## config.mk

```make
export PLATFORM = sky130hd
export DESIGN_NAME = capture_period_frequency_meter
export DESIGN_NICKNAME = d
export VERILOG_FILES = /design/src/hw/rtl/cpfm_pkg.sv /design/src/hw/rtl/cpfm_dp.sv /design/src/hw/rtl/cpfm_ctrl.sv /design/src/hw/rtl/capture_period_frequency_meter.sv
export SDC_FILE = /design/constraint.sdc
export NUM_CORES = 1
export LEC_CHECK = 0
export BUFFER_PORTS_ARGS = -buffer_cell sky130_fd_sc_hd__buf_2
export CAP_MARGIN = 40
export CORE_UTILIZATION = 62
export DETAILED_ROUTE_END_ITERATION = 6
export PLACE_DENSITY = 0.81
export RECOVER_POWER = 25
export SETUP_SLACK_MARGIN = 0.02
export SYNTH_ARGS = -nofsm -noshare
export SYNTH_HDL_FRONTEND = slang
export SYNTH_SLANG_ARGS = --single-unit
```

## constraint.sdc

```tcl
create_clock -name clk -period 7.98 [get_ports clk]
set_input_delay 1.197 -clock clk [delete_from_list [all_inputs] [get_ports clk]]
set_output_delay 1.197 -clock clk [all_outputs]
set_load 0.005 [all_outputs]
```

## src/hw/rtl/cpfm_pkg.sv

```systemverilog
// Shared widths, register indexes, reset values and control types of the frequency meter.
`default_nettype none

package cpfm_pkg;

  localparam int CAP_W      = 16;  // capture_value / period_ticks width
  localparam int CLK_W      = 26;  // timer_clock_hz register
  localparam int PRE_W      = 17;  // prescale_divisor register
  localparam int FREQ_W     = 34;  // quotient / frequency_q8 width
  localparam int Q8_SHIFT   = 8;
  localparam int DIV_STEPS  = FREQ_W;  // one quotient bit per step
  localparam int STEP_W     = 6;
  localparam int CFG_IDX_W  = 2;
  localparam int CFG_DATA_W = 32;

  localparam logic [CLK_W-1:0] CLOCK_RESET    = 26'd24000000;
  localparam logic [PRE_W-1:0] PRESCALE_RESET = 17'd4096;

  localparam logic [CFG_IDX_W-1:0] REG_CLOCK    = 2'd0;
  localparam logic [CFG_IDX_W-1:0] REG_PRESCALE = 2'd1;

  localparam logic [STEP_W-1:0] LAST_STEP = STEP_W'(DIV_STEPS - 1);

  typedef struct packed {
    logic load_first;   // store first capture
    logic load_second;  // latch period, equal flag, direction
    logic load_prod;    // register period * prescale, seed divider
    logic div_step;     // one restoring division step
    logic load_out;     // fill output register
  } cpfm_cmd_t;

  typedef struct packed {
    logic err;          // captures were equal
  } cpfm_sts_t;

endpackage

`default_nettype wire

```

## src/hw/rtl/cpfm_dp.sv

```systemverilog
// Datapath: config registers, capture store, period multiplier, serial divider, output register.
`default_nettype none

module cpfm_dp #(
  parameter int COUNTER_WIDTH = 16
) (
  input  wire logic                               clk,
  input  wire logic                               rst,
  input  wire logic                               cfg_we,
  input  wire logic [cpfm_pkg::CFG_IDX_W-1:0]     cfg_index,
  input  wire logic [cpfm_pkg::CFG_DATA_W-1:0]    cfg_data,
  input  wire logic [cpfm_pkg::CAP_W-1:0]         capture_value,
  input  wire logic                               direction_level,
  input  wire cpfm_pkg::cpfm_cmd_t                cmd,
  output cpfm_pkg::cpfm_sts_t                     sts,
  output logic [cpfm_pkg::CAP_W-1:0]              period_ticks,
  output logic [cpfm_pkg::FREQ_W-1:0]             frequency_q8,
  output logic                                    capture_error,
  output logic                                    direction_forward
);
  import cpfm_pkg::*;

  localparam int DW    = COUNTER_WIDTH + PRE_W;
  localparam int TW    = FREQ_W + 1;
  localparam int CMP_W = (DW > TW) ? DW : TW;
  localparam logic [CAP_W-1:0] CAP_MASK = (COUNTER_WIDTH >= CAP_W) ? {CAP_W{1'b1}} :
                                          CAP_W'((64'd1 << COUNTER_WIDTH) - 64'd1);

  logic [CLK_W-1:0]         clock_hz;
  logic [PRE_W-1:0]         prescale;
  logic [CAP_W-1:0]         first_cap;
  logic [COUNTER_WIDTH-1:0] period;
  logic                     err;
  logic                     dir;
  logic [DW-1:0]            divisor;
  logic [FREQ_W-1:0]        rem;
  logic [FREQ_W-1:0]        quo;

  logic [CAP_W-1:0]         cap_in;
  logic [PRE_W-1:0]         pre_eff;
  logic [TW-1:0]            trial;
  logic [CMP_W-1:0]         trial_ext;
  logic [CMP_W-1:0]         div_ext;
  logic [CMP_W-1:0]         diff;
  logic                     ge;

  always_comb begin
    cap_in    = capture_value & CAP_MASK;
    pre_eff   = (prescale == '0) ? PRE_W'(1) : prescale;
    trial     = {rem, quo[FREQ_W-1]};
    trial_ext = CMP_W'(trial);
    div_ext   = CMP_W'(divisor);
    ge        = (trial_ext >= div_ext);
    diff      = trial_ext - div_ext;
  end

  assign sts.err = err;

  always_ff @(posedge clk) begin
    if (rst) begin
      clock_hz <= CLOCK_RESET;
      prescale <= PRESCALE_RESET;
    end else if (cfg_we) begin
      if (cfg_index == REG_CLOCK) begin
        clock_hz <= cfg_data[CLK_W-1:0];
      end
      if (cfg_index == REG_PRESCALE) begin
        prescale <= cfg_data[PRE_W-1:0];
      end
    end
  end

  always_ff @(posedge clk) begin
    if (cmd.load_first) begin
      first_cap <= cap_in;
    end
    if (cmd.load_second) begin
      period <= COUNTER_WIDTH'(cap_in) - COUNTER_WIDTH'(first_cap);
      err    <= (cap_in == first_cap);
      dir    <= direction_level;
    end
    if (cmd.load_prod) begin
      divisor <= DW'(period) * DW'(pre_eff);
      rem     <= '0;
      quo     <= FREQ_W'({clock_hz, {Q8_SHIFT{1'b0}}});
    end
    if (cmd.div_step) begin
      rem <= ge ? FREQ_W'(diff) : FREQ_W'(trial);
      quo <= {quo[FREQ_W-2:0], ge};
    end
    if (cmd.load_out) begin
      period_ticks      <= err ? '0 : CAP_W'(period);
      frequency_q8      <= err ? '0 : quo;
      capture_error     <= err;
      direction_forward <= dir;
    end
  end

endmodule

`default_nettype wire

```

## src/hw/rtl/cpfm_ctrl.sv

```systemverilog
// Controller: capture sequencing, divider step count and output valid.
`default_nettype none

module cpfm_ctrl (
  input  wire logic                clk,
  input  wire logic                rst,
  input  wire logic                in_valid,
  output logic                     in_stall,
  output logic                     out_valid,
  input  wire logic                out_stall,
  input  wire cpfm_pkg::cpfm_sts_t sts,
  output cpfm_pkg::cpfm_cmd_t      cmd
);
  import cpfm_pkg::*;

  typedef enum logic [1:0] {
    S_IDLE,
    S_MUL,
    S_DIV,
    S_DONE
  } state_t;

  state_t            state;
  logic              awaiting;
  logic [STEP_W-1:0] step;
  logic              in_acc;
  logic              out_free;

  always_comb begin
    in_stall        = (state != S_IDLE);
    in_acc          = in_valid && !in_stall;
    out_free        = !out_valid || !out_stall;
    cmd.load_first  = in_acc && !awaiting;
    cmd.load_second = in_acc && awaiting;
    cmd.load_prod   = (state == S_MUL);
    cmd.div_step    = (state == S_DIV);
    cmd.load_out    = (state == S_DONE) && out_free;
  end

  always_ff @(posedge clk) begin
    if (rst) begin
      state     <= S_IDLE;
      awaiting  <= 1'b0;
      step      <= '0;
      out_valid <= 1'b0;
    end else begin
      if (cmd.load_out) begin
        out_valid <= 1'b1;
      end else if (!out_stall) begin
        out_valid <= 1'b0;
      end
      case (state)
        S_IDLE: begin
          if (in_acc) begin
            awaiting <= !awaiting;
            if (awaiting) begin
              state <= S_MUL;
            end
          end
        end
        S_MUL: begin
          step  <= '0;
          state <= sts.err ? S_DONE : S_DIV;
        end
        S_DIV: begin
          step <= step + STEP_W'(1);
          if (step == LAST_STEP) begin
            state <= S_DONE;
          end
        end
        S_DONE: begin
          if (out_free) begin
            state <= S_IDLE;
          end
        end
        default: begin
          state <= S_IDLE;
        end
      endcase
    end
  end

endmodule

`default_nettype wire

```

## src/hw/rtl/capture_period_frequency_meter.sv

```systemverilog
// Top level of the capture period and reciprocal frequency meter.
// Items are captures of a free-running COUNTER_WIDTH-bit counter with the direction pin level.
// Captures pair up: the first of a pair is stored and gives no result, the second gives one
// result with the wrapped period, the frequency timer_clock_hz*256/(period*prescale_divisor)
// truncated in unsigned Q.8, and the direction level. Equal captures flag capture_error with
// period and frequency 0. A first capture is stored when it is accepted. The result of a second
// capture passes these steps: the accepting edge latches the period, the multiply state
// registers period times prescaler and seeds the divider, the bit-serial restoring divider
// gives one quotient bit per cycle, and the done state loads the output register once it is
// free; an error skips the divider. in_stall stays high from the accept until the result
// is loaded and while a finished result waits on a stalled output register. Configuration
// writes are always ready and must only be issued while the block is idle.
`default_nettype none

module capture_period_frequency_meter #(
  parameter int COUNTER_WIDTH = 16
) (
  input  wire logic                             clk,
  input  wire logic                             rst,
  // configuration write channel
  input  wire logic                             cfg_valid,
  output logic                                  cfg_ready,
  input  wire logic [cpfm_pkg::CFG_IDX_W-1:0]   cfg_index,
  input  wire logic [cpfm_pkg::CFG_DATA_W-1:0]  cfg_data,
  // capture item channel
  input  wire logic                             in_valid,
  output logic                                  in_stall,
  input  wire logic [cpfm_pkg::CAP_W-1:0]       capture_value,
  input  wire logic                             direction_level,
  // result item channel
  output logic                                  out_valid,
  input  wire logic                             out_stall,
  output logic [cpfm_pkg::CAP_W-1:0]            period_ticks,
  output logic [cpfm_pkg::FREQ_W-1:0]           frequency_q8,
  output logic                                  capture_error,
  output logic                                  direction_forward
);
  import cpfm_pkg::*;

  cpfm_cmd_t cmd;
  cpfm_sts_t sts;
  logic      cfg_we;

  // registers are plain flops; a write is always accepted and stored directly
  assign cfg_ready = 1'b1;
  assign cfg_we    = cfg_valid && cfg_ready;

  cpfm_ctrl u_ctrl (
    .clk       (clk),
    .rst       (rst),
    .in_valid  (in_valid),
    .in_stall  (in_stall),
    .out_valid (out_valid),
    .out_stall (out_stall),
    .sts       (sts),
    .cmd       (cmd)
  );

  cpfm_dp #(
    .COUNTER_WIDTH (COUNTER_WIDTH)
  ) u_dp (
    .clk               (clk),
    .rst               (rst),
    .cfg_we            (cfg_we),
    .cfg_index         (cfg_index),
    .cfg_data          (cfg_data),
    .capture_value     (capture_value),
    .direction_level   (direction_level),
    .cmd               (cmd),
    .sts               (sts),
    .period_ticks      (period_ticks),
    .frequency_q8      (frequency_q8),
    .capture_error     (capture_error),
    .direction_forward (direction_forward)
  );

endmodule

`default_nettype wire

```

==> results.tsv <==
stage	metric	value	unit
yosys	multiplexer share of the synthesized area	1.60	%
detailed_routing	DRC Markers	0	
cts	# resized after CTS	0	
layout	Antenna Cells	0	
power_and_ir_drop	total power density per cell area	285	nW/um2
global_routing	via count of the first global-routing pass	16067	
cts	clock sinks	240	
layout	number of inserted filler cells in the final layout	2446	
timing	normalized max-slew margin	-51.7	%
timing	Max Clock Freq	144	MHz
critical_path	setup slack, reg-to-reg	1.03	ns
placed_design	half-perimeter wire length after detailed placement	34.4	mm
power_and_ir_drop	internal portion of total power	3780	uW
yosys	number of enable-type register cells in the synthesized netlist	187	
power_and_ir_drop	total leakage power	0.0102	uW
placed_design	Final GP Congestion	0.884	
yosys	number of warnings reported in the yosys synthesis log	0	
global_routing	antenna violations before repair	0	
timing	final clock skew	0.00942	ns
layout	Syn-to-layout area delta	8.49	%
power_and_ir_drop	power share of the combinational group	49.6	%
timing	final-report setup violation count	0	
yosys	Unique masters post-synth	80	
critical_path	count of cell instances traversed by the critical path	24	
cts	count of hold buffers inserted by post-cts repair	0	
detailed_routing	Iteration-0 DRC Markers	1178	
critical_path	beginning of the critical path	u_dp.prescale[8]$_SDFFE_PP0P_	
yosys	Post-Syn Nets	2568	
critical_path	ordered list of cells on the worst path	nor4_1 -> a41oi_1 -> buf_4 -> nand2b_1 -> fa_1 -> inv_1 -> ha_1 -> inv_1 -> fa_1 -> inv_1 -> ha_1 -> fa_1 -> inv_1 -> fa_1 -> inv_1 -> ha_1 -> a2111oi_0 -> o21ai_1 -> and3_1 -> o2111ai_1 -> a21o_1 -> a21boi_1 -> nor4_1 -> a2111oi_2	
yosys	gate count of the mapped netlist	2142	
power_and_ir_drop	relative contribution of the clock network to total power	19.2	%
global_routing	Congestion Overflow GR	0	
yosys	post-synthesis sequential area ratio	31.8	%
layout	fin nets	2631	
critical_path	worst reg2reg path endpoint	u_dp.divisor[31]$_DFFE_PN_	
status	status	complete, but fails checks	
critical_path	FF-to-FF path depth	24	
detailed_routing	wirelength, routed	47.5	mm
placed_design	placed insts	2619	
timing	Final Slew Violations	88	
yosys	Async S/R FF share, synth	0	%
critical_path	Setup CP Type	flip-flop to flip-flop	
global_routing	met2 routing resource usage after global routing	49.0	%
global_routing	global-route wire length before repair	78.3	mm
run	count of maximum capacitance violations	2	
critical_path	Critical Path End	u_dp.divisor[31]$_DFFE_PN_	
yosys	adder and majority gate portion of the synthesized area	29.6	%
critical_path	standard cell with the maximum stage delay on the critical path	sky130_fd_sc_hd__dfxtp_1	
critical_path	arrival time reported for the critical path endpoint	7.22	ns
timing	final hold vios	0	
status	violated checks	capacitance limit, slew limit	
layout	Non-Filler Instances	2667	
global_routing	most used routing layer in global routing	met2	
power_and_ir_drop	largest voltage drop on the vdd net	188	uV
critical_path	critical path endpoint category	flip-flop	
timing	setup repair after global routing missed its margin	false	
cts	root cell of the clock tree	sky130_fd_sc_hd__clkbuf_16	
power_and_ir_drop	NetSw	2700	uW
yosys	basic-gate share of the synthesized area counting and, or, nand and nor cells	16.4	%
yosys	most used flip-flop cell after synthesis	sky130_fd_sc_hd__edfxtp_1	
floorplan	effective utilization at floorplan	63.8	%
cts	CTS buffer count	26	
critical_path	required time reported for the critical path endpoint	8.25	ns
cts	Setup Fix Bufs, Post-CTS	0	
power_and_ir_drop	proportion of power drawn by flip-flops and latches	31.2	%
cts	H-tree depth	1	
timing	Fin Setup TNS	0	ns
detailed_routing	Post-DRT Antenna Nets	0	
yosys	Avg Synthesized Cell Area	9.79	um2
cts	latest clock arrival within the worst-skew pair	0.54	ns
floorplan	IO Count	111	
detailed_routing	drt via density	5.89	
floorplan	Die Footprint	34600	um2
yosys	compound-cell area share of the yosys netlist	10.8	%
critical_path	sum of buffers and inverters on the critical path	6	
yosys	top cells by area, synth	sky130_fd_sc_hd__edfxtp_1, sky130_fd_sc_hd__fa_1, sky130_fd_sc_hd__ha_1, sky130_fd_sc_hd__inv_1, sky130_fd_sc_hd__dfxtp_1	
global_routing	met1 Track Usage GR	36.4	%
placed_design	number of input and output port buffers inserted	103	
critical_path	Top delay family on crit path	adder cells	
power_and_ir_drop	Sw Share	41.7	%
floorplan	# rows	66	
worst_hold_path	Hold/Removal Path Class	flip-flop to flip-flop	
floorplan	height of the die	186	um
detailed_routing	number of iterations in the first detailed-routing pass	5	
critical_path	critical register-to-register path startpoint	u_dp.prescale[8]$_SDFFE_PP0P_	
timing	final critical delay including setup and external delays	6.95	ns
critical_path	largest stage delay on the critical path	0.88	ns
critical_path	maximum fanout count along the critical path	18	
global_routing	global router's overall resource usage	28.5	%
yosys	largest family of logic cells by synthesized area	adder cells	
yosys	library cell with the largest summed area after synthesis	sky130_fd_sc_hd__edfxtp_1	
worst_hold_path	min-delay src	u_dp.clock_hz[14]$_SDFFE_PP0P_	
global_routing	maximum number of pins on one net before global-route repair	53	
layout	proportion of layout cells with a drive suffix above 1	9.08	%
floorplan	core area	32900	um2
yosys	synthesis-stage register bit count	240	
yosys	top-area cell type share of the netlist area	26.8	%
cts	maximum count of clock buffers along a single path	3	
detailed_routing	overall via count from detail_route	15716	
floorplan	Die X-Extent	186	um
yosys	XOR/XNOR share of the synthesized area	2.30	%
detailed_routing	routed length per placed instance	17.8	um
timing	final critical-path share of the clock period	87.1	%
critical_path	startpoint type of the worst setup path	flip-flop	
critical_path	Most Frequent Cell on Critical Path	sky130_fd_sc_hd__inv_1	
yosys	Cell Area, Synth	21000	um2
global_routing	met3 global-route usage	3.93	%
cts	Clk pin slew, worst setup/hold paths	0.06	ns
timing	Worst Max-Slew Pin Slew	2.27	ns
cts	TritonCTS clock tree	built	
==> routing by layer <==
metal / share of wire (%) / vias up
met5: 0 / -
met4: 3.6 / 0
met3: 6.3 / 149
met2: 50 / 640
met1: 40 / 7704
li1: - / 7223
==> tightest hold or removal path: cells and delay by family (launching register included) <==
kind            cells  cell delay, ns
simple gates        1            0.05
compound gates      1            0.05
flops               1            0.30
==> layout by cell type, fill, tap and decap left out, types with 7 or more instances in the layout <==
cell type | netlist | layout
sky130_fd_sc_hd__inv_1 | 322 | 322
sky130_fd_sc_hd__nand2_1 | 277 | 277
sky130_fd_sc_hd__fa_1 | 210 | 210
sky130_fd_sc_hd__edfxtp_1 | 187 | 187
sky130_fd_sc_hd__ha_1 | 160 | 159
sky130_fd_sc_hd__and2_1 | 130 | 130
sky130_fd_sc_hd__a21oi_1 | 128 | 127
sky130_fd_sc_hd__buf_2 | 4 | 88
sky130_fd_sc_hd__nor2b_1 | 67 | 67
sky130_fd_sc_hd__o21ai_0 | 63 | 63
sky130_fd_sc_hd__dfxtp_1 | 53 | 53
sky130_fd_sc_hd__nor2_1 | 49 | 49
sky130_fd_sc_hd__nand3_1 | 40 | 40
sky130_fd_sc_hd__xnor2_1 | 34 | 34
sky130_fd_sc_hd__a21o_1 | 32 | 32
sky130_fd_sc_hd__mux2_2 | 28 | 28
sky130_fd_sc_hd__clkbuf_16 | 0 | 28
sky130_fd_sc_hd__nor3_1 | 24 | 24
sky130_fd_sc_hd__clkbuf_1 | 80 | 22
sky130_fd_sc_hd__xor2_1 | 21 | 21
sky130_fd_sc_hd__buf_4 | 2 | 20
sky130_fd_sc_hd__a211oi_1 | 19 | 19
sky130_fd_sc_hd__nand3b_1 | 16 | 16
sky130_fd_sc_hd__or3_1 | 14 | 14
sky130_fd_sc_hd__nand2b_1 | 13 | 13
sky130_fd_sc_hd__nand4_1 | 13 | 13
sky130_fd_sc_hd__o211ai_1 | 13 | 13
sky130_fd_sc_hd__o21a_1 | 12 | 12
sky130_fd_sc_hd__and3_1 | 10 | 10
sky130_fd_sc_hd__nor4_1 | 9 | 9
sky130_fd_sc_hd__o21bai_1 | 8 | 8
sky130_fd_sc_hd__a31oi_1 | 7 | 7
sky130_fd_sc_hd__o21ai_1 | 7 | 7
==> power by group through the flow <==
stage | registers [uW] | logic (uW) | clock network [uW]
floorplan | 1920 | 2480 | 0
global placement | 2020 | 3050 | 0
detailed placement | 2030 | 3170 | 0
CTS | 2010 | 3200 | 1260
global route | 2050 | 3590 | 1310
finish | 2020 | 3210 | 1240
==> per-stage QoR <==
| stage | power [uW] | setup slack, ns | hold WS [ns] | utilization [%] | instance area [um2] |
|---|---|---|---|---|---|
| after global placement | 5070 | 1.18 | 0.403 | 66.5 | 21900 |
| after detailed placement | 5200 | 1.09 | 0.411 | 66.6 | 21900 |
| after global routing | 6960 | 0.733 | 0.466 | 69.2 | 22700 |
| after floorplan | 4410 | 1.57 | 0.400 | - | 21000 |
| final | 6480 | 1.03 | 0.453 | 69.2 | 22700 |
| after CTS | 6470 | 1.09 | 0.452 | 69.3 | 22800 |
==> final cells by class <==
| class | instances | area, um2 | share of cell area (%) |
|---|---|---|---|
| inverters | 323 | 1210 | 5.33 |
| multi-input cells | 1488 | 12700 | 56.0 |
| repair buffers | 126 | 682 | 3.00 |
| well taps | 442 | 553 | 2.43 |
| clock inverters | 11 | 116 | 0.512 |
| clock buffers | 37 | 774 | 3.40 |
| flip-flops and latches | 240 | 6680 | 29.4 |
==> state kept, by name, summed over array words and instances (netlist names), 2 cells and up <==
name	cells
u_dp.frequency_q8	34
u_dp.quo	34
u_dp.rem	34
u_dp.divisor	33
u_dp.clock_hz	26
u_dp.prescale	17
u_dp.first_cap	16
u_dp.period	16
u_dp.period_ticks	16
u_ctrl.step	6
u_ctrl.state	2
==> synth_stat cells (all sizes together), types with 5 or more instances <==
master,instances
inv,322
nand2,277
fa,210
edfxtp,187
ha,160
a21oi,132
and2,130
clkbuf,80
o21ai,70
nor2b,67
dfxtp,53
nor2,50
nand3,41
xnor2,34
a21o,32
mux2,28
nor3,24
xor2,21
a211oi,20
nand3b,17
nand4,15
or3,14
nand2b,13
o211ai,13
o21a,12
buf,11
and3,10
nor4,9
a21boi,8
o21bai,8
a31oi,7
a311oi,5
and4,5
o2111ai,5
o22ai,5
==> worst min-delay path by stage <==
stage                                             endpoint  slack, ns  cells after the start
after floorplan           u_dp.direction_forward$_DFFE_PP_       0.40                      0
after global placement    u_dp.direction_forward$_DFFE_PP_       0.40                      0
after detailed placement  u_dp.direction_forward$_DFFE_PP_       0.41                      0
after CTS                   u_dp.clock_hz[14]$_SDFFE_PP0P_       0.45                      2
after global routing        u_dp.clock_hz[16]$_SDFFE_PP0P_       0.47                      2
final                       u_dp.clock_hz[14]$_SDFFE_PP0P_       0.45                      2
==> logic make-up after synthesis <==
family,Yosys count
and+or+nand+nor,679
other,1
DFF,240
xor gates and xnor gates,55
muxes,30
AOI/OAI and AO/OA,353
buffers and inverters,414
adders and majority gates,370
Power figures use the tool's default switching activity.
